--- src/jesc_pkg.sv ---
// ----------------------------------------------------------------------------
// jesc_pkg
// Shared types, codes and helpers of the JPEG entropy symbol coder.
// ----------------------------------------------------------------------------
`timescale 1ns / 1ps

package jesc_pkg;

  // Request kinds
  typedef enum logic [1:0] {
    CMD_WRITE = 2'd0,
    CMD_DC    = 2'd1,
    CMD_AC    = 2'd2,
    CMD_CLEAR = 2'd3
  } cmd_e;

  localparam int unsigned TABLE_ENTRIES = 256;
  localparam int unsigned MAX_CODE_LEN  = 16;
  localparam logic signed [10:0] COEF_MIN = -11'sd1023;

  // Table used by each component: luma on its own, chroma shared
  localparam logic [1:0] AC_TABLE_OF [4] = '{2'd0, 2'd1, 2'd1, 2'd1};
  localparam logic [1:0] DC_TABLE_OF [4] = '{2'd2, 2'd3, 2'd3, 2'd3};

  // Result of the symbol stage for one request
  typedef struct packed {
    logic                emit;       // request gives a result
    logic                pred_we;    // DC request: store new predictor
    logic signed [10:0]  coef;       // clamped coefficient
    logic [1:0]          table_idx;  // Huffman table to look up
    logic                table_ok;   // table exists
    logic [7:0]          symbol;     // entry within the table
    logic [10:0]         amp_bits;
    logic [3:0]          amp_len;
  } lookup_t;

  // Size category: bit length of a magnitude
  function automatic logic [3:0] size_cat(input logic [10:0] mag);
    logic [3:0] s;
    s = '0;
    for (int i = 0; i < 11; i++) begin
      if (mag[i]) s = 4'(i + 1);
    end
    return s;
  endfunction

endpackage

--- src/jesc_symbol.sv ---
// ----------------------------------------------------------------------------
// jesc_symbol
// Symbol stage: clamps the coefficient, forms the DC difference, size
// category, amplitude bits, Huffman symbol and table selection.
// ----------------------------------------------------------------------------
`timescale 1ns / 1ps

module jesc_symbol import jesc_pkg::*; #(
  parameter int unsigned NUM_COMPONENTS = 3,
  parameter int unsigned NUM_TABLES     = 4
) (
  input  cmd_e               cmd_i,
  input  logic [1:0]         component_i,
  input  logic [3:0]         run_i,
  input  logic signed [10:0] coef_i,
  input  logic signed [10:0] pred_i,
  output lookup_t            lookup_o
);

  logic signed [10:0] coef_c;
  logic signed [11:0] val;
  logic signed [11:0] val_m1;
  logic [10:0]        mag;
  logic [3:0]         cat;
  logic [3:0]         coef_cat;
  logic [10:0]        mask;
  logic               comp_ok;

  // Clamp to +/-1023: only the most negative code is out of range
  assign coef_c = (coef_i < COEF_MIN) ? COEF_MIN : coef_i;

  // Value to code: DC difference or the AC value itself
  assign val = (cmd_i == CMD_DC) ? (12'(coef_c) - 12'(pred_i)) : 12'(coef_c);

  assign mag      = val[11] ? 11'(-val) : val[10:0];
  assign cat      = size_cat(mag);
  assign coef_cat = size_cat(coef_c[10] ? 11'(-coef_c) : 11'(coef_c));

  // Negative values send the low category bits of value minus one
  assign val_m1 = val - 12'sd1;
  assign mask   = ~(11'h7FF << cat);

  assign comp_ok = {1'b0, component_i} < 3'(NUM_COMPONENTS);

  always_comb begin
    lookup_o          = '0;
    lookup_o.coef     = coef_c;
    lookup_o.amp_len  = cat;
    lookup_o.amp_bits = val[11] ? (val_m1[10:0] & mask) : val[10:0];
    lookup_o.emit     = comp_ok && (cmd_i == CMD_DC || cmd_i == CMD_AC);
    lookup_o.pred_we  = comp_ok && (cmd_i == CMD_DC);
    if (cmd_i == CMD_DC) begin
      lookup_o.table_idx = DC_TABLE_OF[component_i];
      lookup_o.symbol    = {4'd0, cat};
    end else begin
      lookup_o.table_idx = AC_TABLE_OF[component_i];
      lookup_o.symbol    = {run_i, coef_cat};
    end
    lookup_o.table_ok = {1'b0, lookup_o.table_idx} < 3'(NUM_TABLES);
  end

endmodule

--- config.mk ---
export PLATFORM = sky130hd
export DESIGN_NAME = jesc_symbol
export DESIGN_NICKNAME = d
export VERILOG_FILES = /design/src/jesc_pkg.sv /design/src/jesc_symbol.sv
export SDC_FILE = /design/constraint.sdc
export NUM_CORES = 1
export LEC_CHECK = 0
export BUFFER_PORTS_ARGS = -buffer_cell sky130_fd_sc_hd__buf_2
export CAP_MARGIN = 20
export CELL_PAD_IN_SITES_DETAIL_PLACEMENT = 0
export CELL_PAD_IN_SITES_GLOBAL_PLACEMENT = 1
export CORE_UTILIZATION = 38
export DETAILED_ROUTE_END_ITERATION = 12
export PLACE_DENSITY = 0.92
export RECOVER_POWER = 25
export SKIP_LAST_GASP = 1
export SYNTH_ARGS = -nofsm -noshare
export SYNTH_HDL_FRONTEND = slang
export SYNTH_SLANG_ARGS = --single-unit
export TNS_END_PERCENT = 100
--- constraint.sdc ---
create_clock -name vclk -period 11.4
set_input_delay 2.85 -clock vclk [all_inputs]
set_output_delay 2.85 -clock vclk [all_outputs]
set_load 0.05 [all_outputs]
==> impl_metrics.toml, run 1 <==
[timing]
hold_slack_ns = 6.10
fmax_mhz = 91.6
rsz0062_at_grt = "false"
min_period_ns = 10.92
finalSetupTns_ns = 0
finalSetupViolCount = 0
worst_slew_pin_slew_ns = 1.39
slew_headroom = 0.0700
hold_viol = 0
drv_slew = 0
worst_slack_ns = 0.484
fin_crit_sh = 0.958

[critical_path]
cp-start-kind = "primary input"
endpoint_kind = "output pin"
crit_path_top_delay_cell = "nor4_4"
cp_num_buf_inv = 3
worstSetupPathType = "primary input to output pin"
cp_max_fo = 12
crit_family = "simple AND/OR/NAND/NOR gates"
cp_cell_sequence = "buf_2 > nor4_1 > nand3_1 > nand2_1 > ha_1 > nor2_1 > ha_1 > inv_1 > fa_1 > a21o_1 > a211o_1 > a31oi_2 > nand2_4 > nor4_4 > mux2_1 > o32a_2 > nor2_2 > nand2_1 > o2111ai_1 > o211ai_1 > buf_2"
cpPeakStageDelay_ns = 0.46
arrival_ns = 8.07
crit_required_ns = 8.55

[final_layout]
drive_above_1_share = 0.214
nClkBuffers = 0
seq_cells = 0
insertedDiodeCount = 0
stdcell_count = 509
multi_input_area_mm2 = 0.00217
ff_latch_area_um2 = 0
num-fill-cells = 635
final_nets = 482
area_delta_synth_final_pct = 15.8

[yosys]
synth_area_leaders = "ha_1, nor2_1, nand2_1"
synth_top_area_cell = "ha_1"
syn_inst = 380
ys_seq_area_frac = 0
synthDominantCellAreaShare = 0.0781
synth_common_cells = "nor2_1, nand2_1, inv_1, a21oi_1, nor3_1"
synthesis.area_mm2 = 0.00240
yosysUniqueCellTypes = 78
synth_nets = 426
yosysWarnings = 0
syn_avg_cell_area_um2 = 6.32
synth_most_common_cell = "nor2_1"

[floorplanning]
die_y_um = 81.5
die-area_mm2 = 0.00664
dieWidth_um = 81.5
num_rows = 28
initial_core_util = 0.399
ioPinCount = 69
core-area_mm2 = 0.00603

[detailed_routing]
drt.antenna.violating_nets = 0
first_pass_iters = 5
vias = 3022
wirelength_mm = 7.52
drcViolationCount = 0
wl_per_cell_um = 14.8
drt_iter0_markers = 301
routed_via_density = 5.94

[place]
port_buffers = 68
dp.cells = 509
preCtsSetupSlack_ns = 0.555
gp_congestion = 0.898
dp_hpwl_mm = 6.05

[clocking]
post_cts_buffers = 0
cts_resized = 0
holdBufCountCts = 0

[global_route]
grt_pass1_vias = 2649
grt_max_degree = 37
grt-ovfl-total = 0
grt_usage = 0.232
antenna_found_initial = 0
grt_pass1_wl_mm = 12.4

[flow_run]
max_cap_viol_count = 0

[power]
p_total_uw = 249
ir_worst_vdd_mv = 0.0579
power.leakage_nw = 1.24
power-per-cell-area_mw_per_mm2 = 89.3

[status]
status = "finished clean"

[min_path]
hold_class = "primary input to output pin"
report_power, final:
group	internal, mW	switching, mW
combinational	0.0751	0.173
sequential	0	0
clock	0	0
stage by stage:
stage / instance area [µm²] / util
after detailed placement: 2800 / 0.464
after floorplan: 2410 / -
after CTS: 2800 / 0.464
final: 2780 / 0.462
after global routing: 2780 / 0.462
after global placement: 2800 / 0.464
cell type report:
cell class         count  share of cell area
inverters             32              0.0432
repair buffers        77               0.142
well taps             75              0.0337
multi-input cells    325               0.781
cell families after synthesis:
group	after synthesis	share of synthesized area
other	1	0.00156
XOR/XNOR	12	0.0437
adder cells (fa/ha/maj)	16	0.0865
buffers and inverters	55	0.100
multiplexers	6	0.0266
AO/OA/AOI/OAI	117	0.359
AND/OR/NAND/NOR	173	0.383
placed cells by master (no fill, tap or decap), drive strengths merged, types with 6 or more instances in the layout:
master,netlist,layout
a21oi,22,22
inv,32,32
nand2b,8,8
nand4,6,6
a31oi,7,7
o21ai,21,21
xnor2,8,8
nor3,23,23
ha,15,15
a21o,6,6
nor4,6,6
nand2,38,38
clkbuf,9,9
nor2,42,42
nand3,14,14
buf,14,68
nor2b,12,12
routing by layer:
layer,share of wire,vias to the layer above,GRT usage
li1,-,1521,-
met1,0.46,1375,0.310
met2,0.46,114,0.404
met3,0.061,12,0.0200
met4,0.014,0,0.0429
met5,0,-,0
final timing paths:
path / startpoint / to / slack, ns / cells past startpoint
max: coef_i[5] / lookup_o[6] / 0.48 / 21
min: run_i[1] / lookup_o[20] / 6.10 / 3
No activity file was read; power rests on OpenSTA's default activity.
==> inputs of run 2 (changes only) <==
--- a/config.mk
+++ b/config.mk
@@ -11,7 +11,7 @@
 export CELL_PAD_IN_SITES_GLOBAL_PLACEMENT = 1
 export CORE_UTILIZATION = 38
 export DETAILED_ROUTE_END_ITERATION = 12
-export PLACE_DENSITY = 0.92
+export PLACE_DENSITY_LB_ADDON = 0.1
 export RECOVER_POWER = 25
 export SKIP_LAST_GASP = 1
 export SYNTH_ARGS = -nofsm -noshare
==> impl_metrics.toml, run 2 (synthesized netlist as in run 1, its figures left out) <==
[status]
status = "finished, violations left"
violations = "capacitance limit, slew limit"

[timing]
rsz0062_at_grt = "false"
worst_slack_ns = 0.420
fmax_mhz = 91.1
finalSetupTns_ns = 0
drv_slew = 39
hold_viol = 0
min_period_ns = 10.98
slew_headroom = -0.0348
finalSetupViolCount = 0
worst_slew_pin_slew_ns = 1.55
fin_crit_sh = 0.963

[power]
ir_worst_vdd_mv = 0.0619
clock_power_share = 0
power-per-cell-area_mw_per_mm2 = 90.0
p_int_uw = 74.6
sw_frac_of_total = 0.700
power.leakage_nw = 1.24
seqPwrFrac = 0
power_switching_uw = 175
p_comb_frac = 1.000

[global_route]
grt_pass1_wl_mm = 12.9
grt_max_degree = 39
grt-ovfl-total = 0
grt_pass1_vias = 2604
grt_usage = 0.244
antenna_found_initial = 0

[place]
dp.cells = 507
port_buffers = 68
dp_hpwl_mm = 6.37
preCtsSetupSlack_ns = 0.513
gp_congestion = 0.829

[detailed_routing]
first_pass_iters = 4
drt_iter0_markers = 156
wirelength_mm = 7.93
drcViolationCount = 0
routed_via_density = 5.83
wl_per_cell_um = 15.6
drt.antenna.violating_nets = 0
vias = 2955

[final_layout]
final_common_cell = "buf_2"
stdcell_count = 507
drive_above_1_share = 0.213
insertedDiodeCount = 0
final_cell_mix = "buf_2, nor2_1, nand2_1, inv_1"
num-fill-cells = 679
final_nets = 480
seq_cells = 0
ff_latch_area_um2 = 0
nClkBuffers = 0
area_delta_synth_final_pct = 15.3

[critical_path]
arrival_ns = 8.13
cp-start-kind = "primary input"
crit_required_ns = 8.55
worstSetupPathType = "primary input to output pin"
cp_max_fo = 12
endpoint_kind = "output pin"

[clocking]
cts_resized = 0
holdBufCountCts = 0
post_cts_buffers = 0

[floorplanning]
ioPinCount = 69
dieWidth_um = 81.5
die_y_um = 81.5
initial_core_util = 0.399
num_rows = 28
die-area_mm2 = 0.00664
core-area_mm2 = 0.00603

[min_path]
min_path_cells = 3
hold_class = "primary input to output pin"

[flow_run]
max_cap_viol_count = 1
run 2: path summary, 6_finish.rpt:
path,from,end,slack (ns)
worst min-delay path,component_i[0],lookup_o[37],6.05
worst max-delay path,coef_i[7],lookup_o[6],0.42
run 2: layer usage:
layer | vias up | global-route usage | wire length [µm]
met1 | 1352 | 0.366 | 4060
met3 | 2 | 0.00222 | 367
met4 | 0 | 0.0214 | 43
met2 | 86 | 0.400 | 3460
met5 | - | 0 | 0
li1 | 1515 | - | -
run 2: final cells by class:
class | instances | area (µm²) | area share
Multi-Input combinational cell | 325 | 2170 | 0.785
Tap cell | 75 | 93.8 | 0.0339
Inverter | 32 | 120 | 0.0434
Timing Repair Buffer | 75 | 380 | 0.137
run 2: worst max-delay path, cell delays in order:
cell and delay, ns:
buf_2 0.10, nor4_1 0.29, nand3_1 0.11, nand2_1 0.08, ha_1 0.31, nor2_1 0.29, ha_1 0.24, inv_1 0.06
fa_1 0.41, a21o_1 0.22, a211o_1 0.34, a31oi_2 0.41, nand2_4 0.16, nor4_4 0.50, mux2_1 0.37, o32a_2 0.39
nor2_2 0.22, nand2_1 0.16, o2111ai_1 0.22, o211ai_1 0.14, buf_2 0.23
run 2: through the flow:
stage	cell area (µm²)	power (mW)	util	hold slack [ns]
2_1_floorplan	2410	0.195	-	5.94
3_3_place_gp	2780	0.248	0.462	6.04
3_5_place_dp	2780	0.248	0.462	6.04
4_1_cts	2780	0.248	0.462	6.04
5_1_grt	2770	0.270	0.460	6.07
6_report	2770	0.249	0.460	6.05
run 2: power groups by stage:
stage	clock [mW]	sequential, mW	combinational (mW)
after detailed placement	0	0	0.248
after global routing	0	0	0.270
after CTS	0	0	0.248
final	0	0	0.249
after global placement	0	0	0.248
after floorplan	0	0	0.195
==> inputs of run 3 (changes only) <==
--- a/config.mk
+++ b/config.mk
@@ -12,7 +12,7 @@
 export CORE_UTILIZATION = 38
 export DETAILED_ROUTE_END_ITERATION = 12
 export PLACE_DENSITY_LB_ADDON = 0.1
-export RECOVER_POWER = 25
+export REMOVE_ABC_BUFFERS = 1
 export SKIP_LAST_GASP = 1
 export SYNTH_ARGS = -nofsm -noshare
 export SYNTH_HDL_FRONTEND = slang
==> impl_metrics.toml, run 3 (synthesized netlist as in run 1, its figures left out) <==
[status]
status = "finished clean"

[detailed_routing]
first_pass_iters = 5
drcViolationCount = 0
wl_per_cell_um = 15.4
drt.antenna.violating_nets = 0
vias = 3017
drt_iter0_markers = 183
wirelength_mm = 7.80
routed_via_density = 5.95

[final_layout]
multi_input_area_mm2 = 0.00216
num-fill-cells = 697
final_cell_mix = "buf_2, nor2_1, nand2_1, inv_1"
ff_latch_area_um2 = 0
fin_area_mm2 = 0.00277
area_delta_synth_final_pct = 15.3
final_nets = 480
final_util = 0.460
drive_above_1_share = 0.227
nClkBuffers = 0
seq_cells = 0
insertedDiodeCount = 0
stdcell_count = 507
final_common_cell = "buf_2"

[timing]
finalSetupViolCount = 0
fin_crit_sh = 0.959
worst_slew_pin_slew_ns = 0.827
slew_headroom = 0.449
drv_slew = 0
min_period_ns = 10.93
finalSetupTns_ns = 0
hold_viol = 0
rsz0062_at_grt = "false"
fmax_mhz = 91.5
hold_slack_ns = 6.04

[min_path]
hold_class = "primary input to output pin"

[global_route]
grt_pass1_wl_mm = 13.0
grt_usage = 0.241
grt_max_degree = 24
grt_pass1_vias = 2753
antenna_found_initial = 0
grt-ovfl-total = 0

[floorplanning]
num_rows = 28
dieWidth_um = 81.5
core-area_mm2 = 0.00603
ioPinCount = 69
die-area_mm2 = 0.00664
die_y_um = 81.5
initial_core_util = 0.399

[clocking]
post_cts_buffers = 0
holdBufCountCts = 0
cts_resized = 0

[power]
power-per-cell-area_mw_per_mm2 = 89.5
power.leakage_nw = 1.25
ir_worst_vdd_mv = 0.0629

[critical_path]
crit_required_ns = 8.55
cp_cell_sequence = "buf_2 > nor4_1 > nand3_1 > nand2_1 > ha_1 > nor2_1 > ha_1 > inv_1 > fa_1 > a21o_1 > a211o_1 > a31oi_2 > nand2_4 > nor4_4 > mux2_1 > o32a_2 > o21ba_4 > nand2_1 > nand2_1 > o32ai_1 > buf_2"
arrival_ns = 8.08
cp-start-kind = "primary input"
crit_path_top_delay_cell = "nor4_4"
critPathMostFrequentCell = "nand2_1"
cpPeakStageDelay_ns = 0.46
cp_max_fo = 12
endpoint_kind = "output pin"
worstSetupPathType = "primary input to output pin"

[place]
dp_hpwl_mm = 6.28
place_area_mm2 = 0.00277
dp.cells = 507
port_buffers = 68
gp_congestion = 0.895

[flow_run]
max_cap_viol_count = 0
==> run 3: cell types whose count changed in the layout (fill, tap and decap cells not counted), sizes merged <==
cell    before  now
clkbuf       8    0
buf         67   75
==> run 3: final timing paths <==
kind	start	to	slack (ns)	cells past startpoint
worst min-delay path	component_i[0]	lookup_o[38]	6.04	3
worst max-delay path	coef_i[7]	lookup_o[12]	0.47	21
==> run 3: layout make-up <==
class	instances	share of cell area
inverters	32	0.0434
multi-input cells	325	0.781
well taps	75	0.0339
repair buffers	75	0.142
==> run 3: layer usage <==
metal / wire length, µm / vias to the layer above / global-route usage
li1: - / 1517 / -
met1: 3850 / 1388 / 0.346
met5: 0 / - / 0
met2: 3480 / 106 / 0.409
met3: 364 / 6 / 0.00222
met4: 107 / 0 / 0.0321
==> run 3: worst max-delay path: cells and delay by family <==
| family | cells | cell delay (ns) |
|---|---|---|
| adders and majority gates | 3 | 0.98 |
| and+or+nand+nor | 8 | 1.58 |
| muxes | 1 | 0.36 |
| AOI/OAI and AO/OA | 6 | 1.81 |
| buffers and inverters | 3 | 0.49 |
==> run 3: per-stage QoR <==
stage               power (mW)  worst slack, ns
detailed placement       0.245            0.478
global route             0.270          0.00229
global placement         0.245            0.571
CTS                      0.246            0.456
floorplan                0.189          -0.0269
finish                   0.248            0.467
==> run 3: where the power goes <==
part	total (mW)	internal, mW	switching, mW	leakage [nW]
clock	0	0	0	0
sequential	0	0	0	0
combinational	0.248	0.0746	0.173	1.25
total	0.248	0.0746	0.173	1.25
